==> config.mk <==
export PLATFORM = sky130hd
export DESIGN_NAME = vrp_fifo
export DESIGN_NICKNAME = d
export VERILOG_FILES = /design/src/hdl/vrp_fifo.sv
export SDC_FILE = /design/constraint.sdc
export NUM_CORES = 1
export LEC_CHECK = 0
export BUFFER_PORTS_ARGS = -buffer_cell sky130_fd_sc_hd__buf_2
export CORE_MARGIN = 3
export CORE_UTILIZATION = 47
export DETAILED_ROUTE_END_ITERATION = 12
export HOLD_SLACK_MARGIN = 0.12
export PLACE_DENSITY = 0.8
export SETUP_SLACK_MARGIN = 0.1
export SYNTH_ARGS = -nofsm -noshare
export SYNTH_HDL_FRONTEND = slang
export SYNTH_SLANG_ARGS = --single-unit
==> constraint.sdc <==
create_clock -name clk -period 2.6 [get_ports clk]
set_clock_uncertainty 0.05 [all_clocks]
set_input_delay 0.78 -clock clk [delete_from_list [all_inputs] [get_ports clk]]
set_output_delay 0.78 -clock clk [all_outputs]
set_load 0.01 [all_outputs]
==> src/hdl/vrp_fifo.sv <==
// Two-entry queue between the front and the back.
module vrp_fifo #(
	parameter int W = 8
) (
	input logic clk,
	input logic arst_n,
	input logic push,
	input logic [W-1:0] push_data,
	output logic full,
	input logic pop,
	output logic [W-1:0] pop_data,
	output logic empty
);
	logic [W-1:0] mem_q [2];
	logic wr_q;
	logic rd_q;
	logic [1:0] cnt_q;

	assign full = cnt_q == 2'd2;
	assign empty = cnt_q == 2'd0;
	assign pop_data = mem_q[rd_q];

	always_ff @(posedge clk) begin
		if (push) mem_q[wr_q] <= push_data;
	end

	always_ff @(posedge clk or negedge arst_n) begin
		if (!arst_n) begin
			wr_q <= 1'b0;
			rd_q <= 1'b0;
			cnt_q <= 2'd0;
		end else begin
			if (push) wr_q <= ~wr_q;
			if (pop) rd_q <= ~rd_q;
			cnt_q <= cnt_q + 2'(push) - 2'(pop);
		end
	end
endmodule

[Word level (Yosys, flattened, before mapping)]
Memory sizes are Yosys's and may differ from the RTL's.
Cells that the tools add are included.
Cells by class
  shift-type cells: 0
  $add $sub $neg: 2
  multiply operators: 0
  muxes and demuxes: 2
  order comparisons: 0
  div/mod/pow operators: 0
  reductions and logical operators: 1
  equality and inequality tests: 1
  bitwise gates (word level): 2
Operators by type and width (count)
  $add A2 B1 Y2: 1
  $eq A2 B2 Y1 const B: 1
  $logic_not A2 Y1: 1
  $mux W1: 2
  $not A1 Y1: 2
  $sub A2 B1 Y2: 1
Word-level totals
  output and inout port bits: 10
  bits in latches: 0
  memory bits (read-only): 0
  word-level logic and storage cells: 12
  memories kept: 1
  input port bits: 12
  register bits after elaboration: 4
  memory bits (writable): 16
Memory list
  mem_q: depth 2, bits a word 8, read ports 1, clocked after Yosys merged registers in 0, write ports 1, line 14  | logic [W-1:0] mem_q [2];

[Logic depth before layout (Yosys ltp)]
Gate-level depths: netlist (run 1).
  depth after elaboration: 2
  depth in mapped cells: 5
  gate-level depth less buffers: 5

[Worst setup path after synthesis (run 1)]
Ideal clock, no wire load.
  kind: register to output
  start: register rd_q
  end: output port pop_data[0]
  data arrival time: 0.804 ns
  path buffers: 1
  stages on the path, launching flop included: 3
  path slack: 0.966 ns
  path through: dfrtp_1 -> buf_6 -> mux2_4
On the way
  longest elaborated chain between the ends: 1
Ends and longest elaborated chain
  from (decl): line 16  | logic rd_q;
  from (signal assigned): line 34  | if (pop) rd_q <= ~rd_q;
  $mem_v2 Z2 W8
  to (decl): line 11  | output logic [W-1:0] pop_data,
No other way between the ends.

[Final worst setup path (run 1)]
Same ends and word-level chain as after synthesis.

==> results of run 1 <==
==> flip-flops by register name, indices dropped and copies added, names as in the netlist <==
| name | flops |
|---|---|
| rd_q | 1 |
| cnt_q | 2 |
| wr_q | 1 |
| mem_q | 16 |
==> synthesized netlist by cell type (all sizes together) <==
| library cell | instances | area [sq um] |
|---|---|---|
| buf | 1 | 11.3 |
| mux2 | 8 | 120 |
| dfrtp | 4 | 100 |
| inv | 2 | 7.51 |
| edfxtp | 16 | 480 |
| and2 | 1 | 6.26 |
| nor2 | 1 | 3.75 |
| nor2b | 2 | 12.5 |
| xor2 | 2 | 17.5 |
| xor3 | 1 | 23.8 |
| ha | 2 | 25.0 |
==> power groups by stage <==
| stage | registers (mW) | clock network (mW) | logic [mW] |
|---|---|---|---|
| final | 0.502 | 0.242 | 0.312 |
| after global placement | 0.506 | 0 | 0.310 |
| after detailed placement | 0.511 | 0 | 0.318 |
| after floorplan | 0.469 | 0 | 0.270 |
| after global routing | 0.514 | 0.261 | 0.338 |
| after CTS | 0.503 | 0.248 | 0.318 |
==> path summary, 6_finish.rpt <==
| path | from | to | slack [ns] | cells past startpoint |
|---|---|---|---|---|
| max | rd_q | pop_data[0] | 0.33 | 2 |
| min in group clk | wr_q | wr_q | 0.46 | 1 |
| min reg2reg | wr_q | wr_q | 0.46 | 1 |
| max in group asynchronous | arst_n | cnt_q[1] | 2.15 | 1 |
| max reg2reg | wr_q | mem_q[0][2] | 1.20 | 1 |
| min | arst_n | wr_q | 0.23 | 1 |
==> cells in the final DEF (no fill, tap or decap), drive strengths merged <==
cell type	n
dfrtp	4
xor2	2
nor2	1
buf	21
mux2	8
edfxtp	16
nor2b	2
ha	2
inv	2
and2	1
bufinv	1
clkbuf	3
xor3	1
==> cells by family (layout without fill, tap and decap cells) <==
family	count (synthesis)	count (layout)
adders and majority gates	2	2
and+or+nand+nor	4	4
buffers and inverters	3	27
DFF	20	20
xor gates and xnor gates	3	3
muxes	8	8
==> layer usage <==
layer / wire length (um) / vias up / global-route usage (%)
met4: 0 / 0 / 4.97
met5: 0 / - / 0
met1: 455 / 178 / 12.3
met3: 83 / 0 / 2.26
li1: - / 193 / -
met2: 484 / 15 / 15.0
==> metrics by stage <==
step | instances | hold WS [ns] | worst slack (ns) | area (sq um)
floorplan | 40 | 0.405 | 0.966 | 808
global placement | 76 | 0.418 | 0.661 | 922
detailed placement | 76 | 0.443 | 0.661 | 922
CTS | 80 | 0.222 | 0.325 | 975
global route | 80 | 0.211 | 0.254 | 975
finish | 80 | 0.226 | 0.333 | 975
==> layout make-up <==
class	count	area share, %
Timing Repair Buffer	21	10.8
Inverter	2	0.770
Clock inverter	1	3.08
Tap cell	16	2.05
Multi-Input combinational cell	17	21.4
Sequential cell	20	59.6
Clock buffer	3	2.31
==> results.py, run 1 <==
metrics = {
    "clocking": {
        "cts_tree": "built",
        "htreeDepth": 1,
        "cts_resized": 0,
        "cts_setup_buffers": 0,
        "clk_pin_slew_ns": 0.11,
        "clock_sinks": 20,
        "cts_buffers": 3,
        "cts_root_buf": "clkbuf_4",
        "cts_hold_buf": 0,
        "clock_path_buffers": 2,
        "clk_latency_ns": 0.29,
    },
    "critical_path": {
        "slowest_stage": "dfrtp_1",
        "startpoint_type": "flop",
        "end_kind": "output port",
        "cp_max_fo": 9,
        "path_buf_inv": 1,
        "required_ns": 1.77,
        "crit_path_cell_trace": "mux2_4 -> buf_2",
        "crit_type": "flop to output port",
        "arrival_ns": 1.44,
        "path_delay_family": "flip-flops",
        "slowest_delay_ns": 0.68,
    },
    "detailed_routing": {
        "viasPerCell": 4.83,
        "drtIter0Drc": 2,
        "drcViolationCount": 0,
        "drt_wl_total_um": 1020,
        "vias": 386,
        "ant_nets": 0,
        "drtPass1Iterations": 3,
        "wl_per_cell_um": 12.8,
    },
    "grt": {
        "grt_max_degree": 13,
        "grt-ovfl-total": 0,
        "grt_usage_pct": 9.52,
        "antenna_found_initial": 0,
        "grt_pass1_vias": 325,
        "grt_pass1_wl_um": 1400,
    },
    "place": {
        "dp.final_hpwl_um": 798,
        "gp_congestion": 0.635,
        "port_buffers": 21,
    },
    "timing": {
        "fin_crit_ns": 2.27,
        "fin_tns_setup_ns": 0,
        "finalMaxSlewViolations": 0,
        "fmax_ghz": 0.441,
        "hold_viol_final": 0,
        "period_share_pct": 87.2,
        "worst_pin_slew_ns": 0.703,
        "setup_viol": 0,
        "relSlewSlack_pct": 53.0,
        "rsz0062_at_grt": "no",
    },
    "die": {
        "dieArea_sq_um": 2250,
        "start_util_pct": 51.8,
        "die_w_um": 47.5,
        "die_h_um": 47.5,
        "core_area_sq_um": 1560,
        "core.rowCount": 14,
        "num_io_pins": 22,
    },
    "synthesis": {
        "synth_cell_types": 11,
        "synth-xor-area-share_pct": 5.11,
        "syn_area_sq_um": 808,
        "synth-seq-area-share_pct": 71.8,
        "synth-compound-area-share_pct": 0,
        "synth-simple-area-share_pct": 2.79,
        "synthAdderAreaFrac_pct": 3.10,
        "synth_top_family_by_area": "multiplexers",
        "synth_seq_cells": 20,
        "synth_area_per_cell_sq_um": 20.2,
        "synth_mux_area_share_pct": 14.9,
        "ys.warnings.count": 0,
        "syn_nets": 54,
        "synth_cells": 40,
    },
    "finish": {
        "fill_cells": 125,
        "area_growth_pct": 20.6,
        "final_util_pct": 62.5,
        "drive_above_1_share_pct": 51.6,
        "seq_area_sq_um": 581,
        "multi_input_area_sq_um": 209,
        "antenna_cells": 0,
        "nNetsFinal": 79,
    },
    "pwr": {
        "p_int_uw": 782,
        "swShare_pct": 26.0,
        "pwr-share-seq_pct": 47.6,
        "p_switching_uw": 274,
        "p_comb_share_pct": 29.5,
        "p_leak_nw": 0.434,
        "ir_drop_v": 0.000607,
        "power_density_nw_per_um2": 1080,
        "clkPwrFrac_pct": 22.9,
        "total_power_mw": 1.06,
    },
    "status": {
        "status": "complete, no violations",
    },
    "min_path": {
        "hold_class": "input port to asynchronous set/reset pin",
    },
    "flow_run": {
        "drv_cap": 0,
    },
}
No activity file was read; power rests on OpenSTA's default activity.
==> inputs of run 2 (changes only) <==
--- a/config.mk
+++ b/config.mk
@@ -10,6 +10,7 @@
 export CORE_UTILIZATION = 47
 export DETAILED_ROUTE_END_ITERATION = 12
 export HOLD_SLACK_MARGIN = 0.12
+export MAX_ROUTING_LAYER = met4
 export PLACE_DENSITY = 0.8
 export SETUP_SLACK_MARGIN = 0.1
 export SYNTH_ARGS = -nofsm -noshare
==> results.py, run 2 (synthesis results as in run 1) <==
metrics = {
    "timing": {
        "rsz0062_at_grt": "no",
        "setup_viol": 0,
        "relSlewSlack_pct": 52.9,
        "fin_crit_ns": 2.27,
        "hold_viol_final": 0,
        "fmax_ghz": 0.441,
        "finalMaxSlewViolations": 0,
        "worst_pin_slew_ns": 0.704,
        "period_share_pct": 87.2,
        "fin_tns_setup_ns": 0,
    },
    "finish": {
        "fill_cells": 125,
        "nNetsFinal": 79,
        "multi_input_area_sq_um": 209,
        "reg.largest.list": "mem_q: 16 flops, cnt_q: 2 flops",
        "largest_reg_flops": 16,
        "largest_register": "mem_q",
        "final_util_pct": 62.5,
        "mostFrequentLayoutCells": "buf_2, edfxtp_1, mux2_4",
        "drive_above_1_share_pct": 51.6,
        "area_growth_pct": 20.6,
        "mostFrequentLayoutCell": "buf_2",
        "antenna_cells": 0,
        "seq_area_sq_um": 581,
        "final_cells": 80,
        "final_cell_area_sq_um": 975,
    },
    "die": {
        "dieArea_sq_um": 2250,
        "core.rowCount": 14,
        "die_h_um": 47.5,
        "start_util_pct": 51.8,
        "core_area_sq_um": 1560,
        "die_w_um": 47.5,
        "num_io_pins": 22,
    },
    "min_path": {
        "hold_class": "input port to asynchronous set/reset pin",
    },
    "grt": {
        "grt_usage_pct": 9.83,
        "grt_pass1_vias": 326,
        "antenna_found_initial": 0,
        "grt_pass1_wl_um": 1390,
        "grt-ovfl-total": 0,
        "grt_max_degree": 13,
    },
    "clocking": {
        "cts_setup_buffers": 0,
        "clk_latency_ns": 0.29,
        "cts_buffers": 3,
        "htreeDepth": 1,
        "clk_pin_slew_ns": 0.11,
        "cts_root_buf": "clkbuf_4",
        "clock_path_buffers": 2,
        "clock_sinks": 20,
        "cts_hold_buf": 0,
        "cts_tree": "built",
        "cts_resized": 0,
    },
    "status": {
        "status": "complete, no violations",
    },
    "place": {
        "placed_cell_area_sq_um": 922,
        "dp.final_hpwl_um": 798,
        "dp.cells": 76,
        "port_buffers": 21,
        "gp_congestion": 0.640,
    },
    "detailed_routing": {
        "ant_nets": 0,
        "drcViolationCount": 0,
        "drtPass1Iterations": 3,
        "wl_per_cell_um": 12.9,
        "viasPerCell": 4.80,
        "vias": 384,
        "drt_wl_total_um": 1030,
        "drtIter0Drc": 2,
    },
    "critical_path": {
        "slowest_stage": "dfrtp_1",
        "arrival_ns": 1.44,
        "slowest_delay_ns": 0.68,
        "end_kind": "output port",
        "startpoint_type": "flop",
        "cp_max_fo": 9,
        "required_ns": 1.77,
        "crit_type": "flop to output port",
        "crit_path_cell_trace": "mux2_4 -> buf_2",
    },
    "pwr": {
        "p_switching_uw": 276,
        "swShare_pct": 26.1,
        "p_comb_share_pct": 29.5,
        "total_power_mw": 1.06,
        "ir_drop_v": 0.000607,
        "power_density_nw_per_um2": 1090,
        "p_int_uw": 782,
        "p_leak_nw": 0.434,
        "clkPwrFrac_pct": 23.0,
        "pwr-share-seq_pct": 47.5,
    },
    "flow_run": {
        "drv_cap": 0,
    },
}
[run 2: cell counts in the layout (fill, tap and decap cells not counted)]
No cell type changed its count.
[run 2: path summary, 6_finish.rpt]
kind	startpoint	end	slack, ns	depth (start not counted)
worst max-delay path	rd_q	pop_data[3]	0.33	2
worst min-delay path	arst_n	wr_q	0.23	1
worst max register to register	wr_q	mem_q[0][2]	1.20	1
worst min register to register	wr_q	wr_q	0.46	1
max in group asynchronous	arst_n	cnt_q[1]	2.15	1
min in group clk	wr_q	wr_q	0.46	1
[run 2: final cells by class]
type	instances	area share [%]
multi-input combinational	17	21.4
clock buffer	3	2.31
inverter	2	0.770
tap	16	2.05
sequential	20	59.6
clock inverter	1	3.08
timing repair buffer	21	10.8
[run 2: power groups by stage]
stage	clock [mW]	sequential [mW]	combinational, mW
4_1_cts	0.248	0.503	0.318
5_1_grt	0.261	0.514	0.338
3_3_place_gp	0	0.506	0.310
3_5_place_dp	0	0.511	0.318
6_report	0.243	0.503	0.312
2_1_floorplan	0	0.469	0.270
[run 2: routing by layer]
layer  wire, um  share of wire [%]  GRT usage (%)  vias to the layer above
met2        471                 46           15.0                       15
met3         83                8.0           2.26                        0
met5          0                  0              -                        -
met4          0                  0           4.97                        0
li1           -                  -              -                      193
met1        478                 46           12.3                      176
[run 2: critical path, delay by kind of cell, from the launching register on]
| kind | cells | cell delay, ns |
|---|---|---|
| buf+inv | 1 | 0.14 |
| mux | 1 | 0.34 |
| flops | 1 | 0.68 |
[run 2: metrics by stage]
| step | hold slack (ns) | worst slack, ns |
|---|---|---|
| global route | 0.211 | 0.254 |
| finish | 0.225 | 0.332 |
| floorplan | 0.405 | 0.966 |
| CTS | 0.222 | 0.325 |
| detailed placement | 0.443 | 0.661 |
| global placement | 0.418 | 0.661 |
