### src/hdl/vrp_pkg.sv
// Shared types, constants and the sine table of the vertex rotate and project block.
package vrp_pkg;

	localparam int SINE_ENTRIES = 256;
	localparam int ANGLE_W = 8;
	localparam int SIN_W = 9;
	localparam int SIN_SHIFT = 8;
	localparam int SIN_ROUND = (1 << SIN_SHIFT) - 1;
	localparam logic [ANGLE_W-1:0] COS_OFFSET = ANGLE_W'(SINE_ENTRIES / 4);

	localparam int DEPTH_W = 12;
	localparam int FOCAL_W = 10;
	localparam int CENTER_W = 10;
	localparam int CFG_DATA_W = 12;
	localparam int OUT_W = 16;

	localparam logic [DEPTH_W-1:0] DEPTH_RST = 12'd150;
	localparam logic [FOCAL_W-1:0] FOCAL_RST = 10'd200;
	localparam logic [CENTER_W-1:0] CX_RST = 10'd160;
	localparam logic [CENTER_W-1:0] CY_RST = 10'd100;

	localparam logic signed [OUT_W-1:0] OUT_MAX = 16'sh7fff;
	localparam logic signed [OUT_W-1:0] OUT_MIN = 16'sh8000;

	typedef enum logic [1:0] {
		CFG_DEPTH,
		CFG_FOCAL,
		CFG_CX,
		CFG_CY
	} cfg_idx_t;

	typedef struct packed {
		logic [DEPTH_W-1:0] depth;
		logic [FOCAL_W-1:0] focal;
		logic [CENTER_W-1:0] cx;
		logic [CENTER_W-1:0] cy;
	} cfg_t;

	localparam logic [7:0] SINE_HALF [SINE_ENTRIES/2] = '{
		8'd0, 8'd6, 8'd12, 8'd18, 8'd25, 8'd31, 8'd37, 8'd43,
		8'd49, 8'd56, 8'd62, 8'd68, 8'd74, 8'd80, 8'd86, 8'd92,
		8'd97, 8'd103, 8'd109, 8'd115, 8'd120, 8'd126, 8'd131, 8'd136,
		8'd142, 8'd147, 8'd152, 8'd157, 8'd162, 8'd167, 8'd171, 8'd176,
		8'd180, 8'd185, 8'd189, 8'd193, 8'd197, 8'd201, 8'd205, 8'd208,
		8'd212, 8'd215, 8'd219, 8'd222, 8'd225, 8'd228, 8'd231, 8'd233,
		8'd236, 8'd238, 8'd240, 8'd242, 8'd244, 8'd246, 8'd247, 8'd249,
		8'd250, 8'd251, 8'd252, 8'd253, 8'd254, 8'd254, 8'd255, 8'd255,
		8'd255, 8'd255, 8'd255, 8'd254, 8'd254, 8'd253, 8'd252, 8'd251,
		8'd250, 8'd249, 8'd247, 8'd246, 8'd244, 8'd242, 8'd240, 8'd238,
		8'd236, 8'd233, 8'd231, 8'd228, 8'd225, 8'd222, 8'd219, 8'd215,
		8'd212, 8'd208, 8'd205, 8'd201, 8'd197, 8'd193, 8'd189, 8'd185,
		8'd180, 8'd176, 8'd171, 8'd167, 8'd162, 8'd157, 8'd152, 8'd147,
		8'd142, 8'd136, 8'd131, 8'd126, 8'd120, 8'd115, 8'd109, 8'd103,
		8'd97, 8'd92, 8'd86, 8'd80, 8'd74, 8'd68, 8'd62, 8'd56,
		8'd49, 8'd43, 8'd37, 8'd31, 8'd25, 8'd18, 8'd12, 8'd6
	};

	// second half of the turn is the negated first half
	function automatic logic signed [SIN_W-1:0] sine(input logic [ANGLE_W-1:0] a);
		logic signed [SIN_W-1:0] m;
		m = $signed({1'b0, SINE_HALF[a[ANGLE_W-2:0]]});
		return a[ANGLE_W-1] ? -m : m;
	endfunction

endpackage

### src/hdl/vrp_if.sv
// Vertex and screen point channel interfaces.
interface vrp_vtx_if #(parameter int COORD_BITS = 12);
	logic valid;
	logic ready;
	logic signed [COORD_BITS-1:0] vertex_x;
	logic signed [COORD_BITS-1:0] vertex_y;
	logic signed [COORD_BITS-1:0] vertex_z;
	logic [vrp_pkg::ANGLE_W-1:0] pitch_angle;
	logic [vrp_pkg::ANGLE_W-1:0] yaw_angle;
	logic [vrp_pkg::ANGLE_W-1:0] roll_angle;
	modport source (output valid, vertex_x, vertex_y, vertex_z, pitch_angle, yaw_angle,
		roll_angle, input ready);
	modport sink (input valid, vertex_x, vertex_y, vertex_z, pitch_angle, yaw_angle,
		roll_angle, output ready);
endinterface


### src/hdl/vrp_front.sv
// Front: takes vertex transactions and looks up sine and cosine of each angle.
module vrp_front #(
	parameter int COORD_BITS = 12,
	parameter int IW = 3 * COORD_BITS + 6 * vrp_pkg::SIN_W
) (
	input logic clk,
	input logic arst_n,
	vrp_vtx_if.sink in_ch,
	output logic push,
	output logic [IW-1:0] push_data,
	input logic full
);
	logic vld_s1;
	logic [IW-1:0] item_s1;

	assign in_ch.ready = !vld_s1 || !full;
	assign push = vld_s1 && !full;
	assign push_data = item_s1;

	always_ff @(posedge clk or negedge arst_n) begin
		if (!arst_n) begin
			vld_s1 <= 1'b0;
		end else if (in_ch.ready) begin
			vld_s1 <= in_ch.valid;
		end
	end

	always_ff @(posedge clk) begin
		if (in_ch.ready && in_ch.valid) begin
			item_s1 <= {in_ch.vertex_x, in_ch.vertex_y, in_ch.vertex_z,
				vrp_pkg::sine(in_ch.pitch_angle),
				vrp_pkg::sine(in_ch.pitch_angle + vrp_pkg::COS_OFFSET),
				vrp_pkg::sine(in_ch.yaw_angle),
				vrp_pkg::sine(in_ch.yaw_angle + vrp_pkg::COS_OFFSET),
				vrp_pkg::sine(in_ch.roll_angle),
				vrp_pkg::sine(in_ch.roll_angle + vrp_pkg::COS_OFFSET)};
		end
	end
endmodule

### src/flat_wrapper.sv
// flat-port wrapper written by rule: the top's interface ports become plain ports
module vrp_front_flat 
#(
	parameter int COORD_BITS = 12,
	parameter int IW = 3 * COORD_BITS + 6 * vrp_pkg::SIN_W
)
  (clk, arst_n, push, push_data, full, in_ch_valid, in_ch_vertex_x, in_ch_vertex_y, in_ch_vertex_z, in_ch_pitch_angle, in_ch_yaw_angle, in_ch_roll_angle, in_ch_ready);
  vrp_vtx_if #(.COORD_BITS(COORD_BITS)) in_ch_i ();
  input logic clk;
  input logic arst_n;
  output logic push;
  output logic [IW-1:0] push_data;
  input logic full;
  input wire logic [$bits(in_ch_i.valid)-1:0] in_ch_valid;
  input wire logic [$bits(in_ch_i.vertex_x)-1:0] in_ch_vertex_x;
  input wire logic [$bits(in_ch_i.vertex_y)-1:0] in_ch_vertex_y;
  input wire logic [$bits(in_ch_i.vertex_z)-1:0] in_ch_vertex_z;
  input wire logic [$bits(in_ch_i.pitch_angle)-1:0] in_ch_pitch_angle;
  input wire logic [$bits(in_ch_i.yaw_angle)-1:0] in_ch_yaw_angle;
  input wire logic [$bits(in_ch_i.roll_angle)-1:0] in_ch_roll_angle;
  output wire logic [$bits(in_ch_i.ready)-1:0] in_ch_ready;
  assign in_ch_i.valid = in_ch_valid;
  assign in_ch_i.vertex_x = in_ch_vertex_x;
  assign in_ch_i.vertex_y = in_ch_vertex_y;
  assign in_ch_i.vertex_z = in_ch_vertex_z;
  assign in_ch_i.pitch_angle = in_ch_pitch_angle;
  assign in_ch_i.yaw_angle = in_ch_yaw_angle;
  assign in_ch_i.roll_angle = in_ch_roll_angle;
  assign in_ch_ready = in_ch_i.ready;
  vrp_front #(.COORD_BITS(COORD_BITS), .IW(IW)) u_core (.clk(clk), .arst_n(arst_n), .in_ch(in_ch_i), .push(push), .push_data(push_data), .full(full));
endmodule
### config.mk
export PLATFORM = sky130hd
export DESIGN_NAME = vrp_front_flat
export DESIGN_NICKNAME = d
export VERILOG_FILES = /design/src/hdl/vrp_pkg.sv /design/src/hdl/vrp_if.sv /design/src/hdl/vrp_front.sv /design/src/flat_wrapper.sv
export SDC_FILE = /design/constraint.sdc
export NUM_CORES = 1
export LEC_CHECK = 0
export ABC_AREA = 0
export BUFFER_PORTS_ARGS = -buffer_cell sky130_fd_sc_hd__buf_2
export CAP_MARGIN = 20
export CORE_MARGIN = 4
export CORE_UTILIZATION = 30
export DETAILED_ROUTE_END_ITERATION = 16
export GPL_ROUTABILITY_DRIVEN = 1
export PLACE_DENSITY_LB_ADDON = 0.15
export SLEW_MARGIN = 0
export SYNTH_ARGS = -nofsm -noshare
export SYNTH_HDL_FRONTEND = slang
export SYNTH_SLANG_ARGS = --single-unit
### constraint.sdc
create_clock -name clk -period 6.16 [get_ports clk]
set_input_delay 0.616 -clock clk [delete_from_list [all_inputs] [get_ports clk]]
set_output_delay 0.616 -clock clk [all_outputs]
set_load 0.1 [all_outputs]
# Word level (Yosys, flattened, before mapping)
# Memory sizes are Yosys's and may differ from the RTL's.
# Cells that the tools add are included.
[word_totals] regBits=91 mem_bits_ro=6144 in_bits=64 output_inout_bits=92 word_cells=58 mem_count=6
[mem_list] name="(name not given)" words=128 width=8 rd=1 rd_clocked_by_memory_dff=0 write_ports=0 line_no="vrp_pkg.sv:61" text="m = $signed({1'b0, SINE_HALF[a[ANGLE_W-2:0]]});"
[mem_list] name="(name not given)" words=128 width=8 rd=1 rd_clocked_by_memory_dff=0 write_ports=0 line_no="vrp_pkg.sv:61"
[mem_list] name="(name not given)" words=128 width=8 rd=1 rd_clocked_by_memory_dff=0 write_ports=0 line_no="vrp_pkg.sv:61"
[mem_list] name="(name not given)" words=128 width=8 rd=1 rd_clocked_by_memory_dff=0 write_ports=0 line_no="vrp_pkg.sv:61"
[mem_list] name="(name not given)" words=128 width=8 rd=1 rd_clocked_by_memory_dff=0 write_ports=0 line_no="vrp_pkg.sv:61"
[mem_list] name="(name not given)" words=128 width=8 rd=1 rd_clocked_by_memory_dff=0 write_ports=0 line_no="vrp_pkg.sv:61"
[op_classes] n_addsub=9 order_cmp=6 mux=18 n_bitwise=6 n_reduce_logical=5
[ops] operator="2-to-1 mux 8 bit" n=18
[ops] operator="negation 8 -> 9 bit" n=6
[ops] operator=">= comparator 8 bit (second input constant)" n=6
[ops] operator="NOT 7 -> 8 bit" n=6
[ops] operator="adder 8 x 7 -> 8 bit (second input constant)" n=3
[ops] operator="logical AND 1 bit" n=2
[ops] operator="zero test 1 bit" n=2
[ops] operator="logical OR 1 bit" n=1

# Depth between registers and ports, before layout
[logic_depth] ltp_word=7 mapped_depth=15 mapped_depth_nobuf=13

# Least setup slack after synthesis
# No wires, ideal clock.
[synth_path] path_type="input to register" from="input full" to="register u_core.item_s1[0], in the netlist u_core.push_data[0] (enable)" setup_time_ps=458 arrival_ps=3500 required_ps=5702 setup_slack_ps=2202 stages=2 n_path_buf=0 path_cell_list="nand2_1 > and2_1"
[synth_between] elab_chain_cells=3
[synth_lines] element="from (decl)" line_no="flat_wrapper.sv:13" text="input logic full;"
[synth_lines] element="zero test 1 bit" line_no="vrp_front.sv:16" text="assign in_ch.ready = !vld_s1 || !full;"
[synth_lines] element="logical OR 1 bit" line_no="vrp_front.sv:16"
[synth_lines] element="logical AND 1 bit" line_no="vrp_front.sv:29" text="if (in_ch.ready && in_ch.valid) begin"
[synth_lines] element="to (signal assigned)" line_no="vrp_front.sv:30" text="item_s1 <= {in_ch.vertex_x, in_ch.vertex_y, in_ch.vertex_z,"
[synth_lines] element="to (decl)" line_no="vrp_front.sv:14" text="logic [IW-1:0] item_s1;"
# Every way passes these cells.
# A chain may end at the register's enable or synchronous reset.

# Final worst setup path
[layout_path] from="input in_ch_pitch_angle[1]" to="register u_core.item_s1[40], in the netlist u_core.push_data[40] (data pin)"
[layout_between] elab_chain_cells=7
[layout_lines] element="from (decl)" line_no="flat_wrapper.sv:18" text="input wire logic [$bits(in_ch_i.pitch_angle)-1:0] in_ch_pitch_angle;"
[layout_lines] element="adder 8 x 7 -> 8 bit (*)" line_no="vrp_front.sv:32" text="vrp_pkg::sine(in_ch.pitch_angle + vrp_pkg::COS_OFFSET),"
[layout_lines] element="NOT 7 -> 8 bit (implied by the code)" line_no="vrp_pkg.sv:61"
[layout_lines] element="memory (128 x 8 bit)"
[layout_lines] element="2-to-1 mux 8 bit (implied by the code) (2 in a row)" line_no="vrp_pkg.sv:61"
[layout_lines] element="negation 8 -> 9 bit" line_no="vrp_pkg.sv:62" text="return a[ANGLE_W-1] ? -m : m;"
[layout_lines] element="2-to-1 mux 8 bit (*)" line_no="vrp_pkg.sv:62"
# Mark *: on every way between the ends. The rest lies on a longest branch, timed or not. The select of a mux whose other input is x is not followed.

==> qor.yml <==
logic_synthesis:
  synth-seq-cells: 91
  synth_cell_types: 91
  yosys-top-cells-area: "edfxtp_1, ha_1, nand2_1"
  seq_area_frac_synth_pct: 32.85
  syn_nets: 1041
  ys_warn_count: 0
  synth_edf_count: 90
  synth_common_cells: "nand2_1, edfxtp_1, a21oi_1"
  synth_async_sr_flop_share_pct: 1.099
  synthFlopType: "edfxtp_1"
  synth_cells: 935
  synth_area_um2: 8304
  synth_top_area_share_pct: 32.54
  synth_most_common_cell: "nand2_1"
  synth_top_cell_by_area: "edfxtp_1"
  synth_area_per_cell_um2: 8.882
place:
  place_congestion: 0.8831
  dp_slack_ps: 2377
  detailed_place_hpwl_um: 18160
  place_area_um2: 9151
  io_buffers: 155
timing:
  min_period_over_period_pct: 56.14
  min_period_ps: 3458
  hold_violations: 0
  slew_violations: 0
  rsz0062_at_grt: "false"
  tightest_slew_ps: 954.4
  tns_ps: 0
  setup_viol: 0
  relSlewSlack_pct: 36.37
  fmax_mhz: 289.2
  hold_ws_ps: 42.82
  timing.final.ws_setup_ps: 2702
  clock_skew_ps: 10.86
clock_tree:
  htree_levels: 3
  path_clk_slew_ps: 70
  ctsHoldBuffers: 0
  clock_sinks: 91
  clock_path_buffers: 2
  post_cts_buffers: 0
  cts_tree: "done"
  numCtsBuffers: 9
  root_buffer: "clkbuf_16"
  clk_latency_ps: 340
  cts.repair.resized: 0
floorplanning:
  initial_core_util_pct: 30.64
  core_area_um2: 27100
  boundaryPins: 156
  dieWidth_um: 174.4
  rows: 60
  chipHeight_um: 174.4
  dieArea_um2: 30410
job:
  maxCapViolations: 0
worst_setup_path:
  timing.rr.start: "u_core.vld_s1"
  cpPeakStageDelay_ps: 550
  cp_top_family: "simple AND/OR/NAND/NOR gates"
  crit_path_top_delay_cell: "ha_1"
  r2r_end: "u_core.push_data[16]"
  crit_chain: "buf_2, inv_1, ha_1, nand2b_1, nand4_1, o311ai_0, or4_1, mux2i_2, inv_1, ha_1, nand2_1, nor2_1, mux2_2, o2bb2ai_1"
  worst-path-buf-inv: 3
  crit_type: "input pin to flop"
  end_kind: "flop"
  start_kind: "input pin"
  reg2reg_depth: 3
  cp_max_fo: 19
  r2r_slack_ps: 4170
  worstPathRequired_ps: 6350
  cp_data_arrival_time_ps: 3650
  cp-startpoint: "in_ch_pitch_angle[1]"
routing:
  final_antenna_net_count: 0
  vias_per_cell: 5.323
  first_pass_iters: 5
  wire_per_inst_um: 17.33
  vias: 7500
  first_iter_violations: 609
  routed_wl_um: 24420
  drcViolationCount: 0
finish:
  area_delta_synth_final_pct: 13.89
  final_nets: 1138
  area.sequential_um2: 2728
  final_area_um2: 9458
  nFillCells: 2834
  antenna_cells: 0
  drive_above_1_share_pct: 21.12
  multi_input_area_um2: 5044
power:
  total_power_mw: 2.302
  power_density_nw_per_um2: 243.4
  total_leakage_power_nw: 3.695
  ir_drop_mv: 0.1111
global_route:
  grt_pass1_vias: 7187
  grt_overflow_total: 0
  grt_pass1_wl_um: 39230
  grt_start_max_net_pins: 59
  track_usage_pct: 15.38
  grt_antenna_before_repair: 0
hold_path:
  hp-class: "input pin to asynchronous set/reset pin"
status:
  status: "finished clean"
## routing by layer
layer	vias to the layer above	global-route usage [%]	part of all wire (%)
li1	3677	-	-
met1	3545	21.93	47
met2	253	24.79	46
met3	25	2.066	5.5
met4	0	3.530	1.3
met5	-	0	0
## placed cells by master (no fill, tap or decap), drive strengths merged, types with 5 or more instances in the layout
| cell type | Yosys | final |
|---|---|---|
| a21oi | 65 | 65 |
| buf | 52 | 157 |
| nor2b | 35 | 35 |
| mux2 | 7 | 7 |
| o211a | 5 | 5 |
| a311oi | 5 | 5 |
| ha | 42 | 42 |
| and2 | 8 | 8 |
| nor2 | 62 | 62 |
| and2b | 7 | 7 |
| mux2i | 29 | 29 |
| o21ai | 69 | 69 |
| a31oi | 18 | 18 |
| a21o | 6 | 6 |
| o31ai | 7 | 7 |
| xnor2 | 29 | 29 |
| o211ai | 15 | 15 |
| nor3b | 6 | 6 |
| nand2 | 97 | 97 |
| or2 | 8 | 8 |
| inv | 33 | 36 |
| o32ai | 8 | 8 |
| a211oi | 16 | 16 |
| nand2b | 31 | 31 |
| clkbuf | 19 | 9 |
| a32oi | 6 | 6 |
| nand3 | 17 | 17 |
| a211o | 9 | 9 |
| xor2 | 16 | 16 |
| nor3 | 20 | 20 |
| a2111oi | 5 | 5 |
| edfxtp | 90 | 90 |
| o22ai | 17 | 17 |
| a221oi | 8 | 8 |
| a21boi | 5 | 5 |
| o311ai | 5 | 5 |
## sequential cells by signal (all words and copies together), names as in the netlist
register	flops
u_core.push_data	90
u_core.vld_s1	1
## metrics by stage
step | instances | util [%]
3_5_place_dp | 1393 | 33.77
4_1_cts | 1409 | 34.90
2_1_floorplan | 935 | -
3_3_place_gp | 1393 | 33.77
6_report | 1409 | 34.90
5_1_grt | 1409 | 34.90
## final cells by class
class,instances,area share (%)
inverter,33,1.310
multi-input combinational,740,53.33
sequential,91,28.84
clock buffer,9,2.381
timing repair buffer,157,8.361
clock inverter,7,0.8599
tap,372,4.921
## worst max path at each step
stage / depth (start not counted) / slack [ps] / endpoint
final: 14 / 2700 / u_core.push_data[40]
after global routing: 14 / 2400 / u_core.push_data[40]
after CTS: 13 / 2730 / u_core.push_data[40]
after detailed placement: 13 / 2380 / u_core.push_data[40]
after global placement: 14 / 2420 / u_core.push_data[40]
after floorplan: 2 / 2200 / u_core.push_data[0]
## logic make-up after synthesis
group	count (synthesis)	share of synthesized area (%)
AND/OR/NAND/NOR	312	19.18
AO/OA/AOI/OAI	304	25.04
buffers and inverters	104	6.449
flip-flops	91	32.85
XOR/XNOR	45	4.746
adder cells (fa/ha/maj)	42	6.328
multiplexers	37	5.409
## report_power, final
group | total [mW] | switching [mW] | internal [mW]
Combinational | 0.981 | 0.743 | 0.238
Clock | 0.551 | 0.262 | 0.289
Sequential | 0.770 | 0.0125 | 0.758
(Power assumes the default switching activity.)
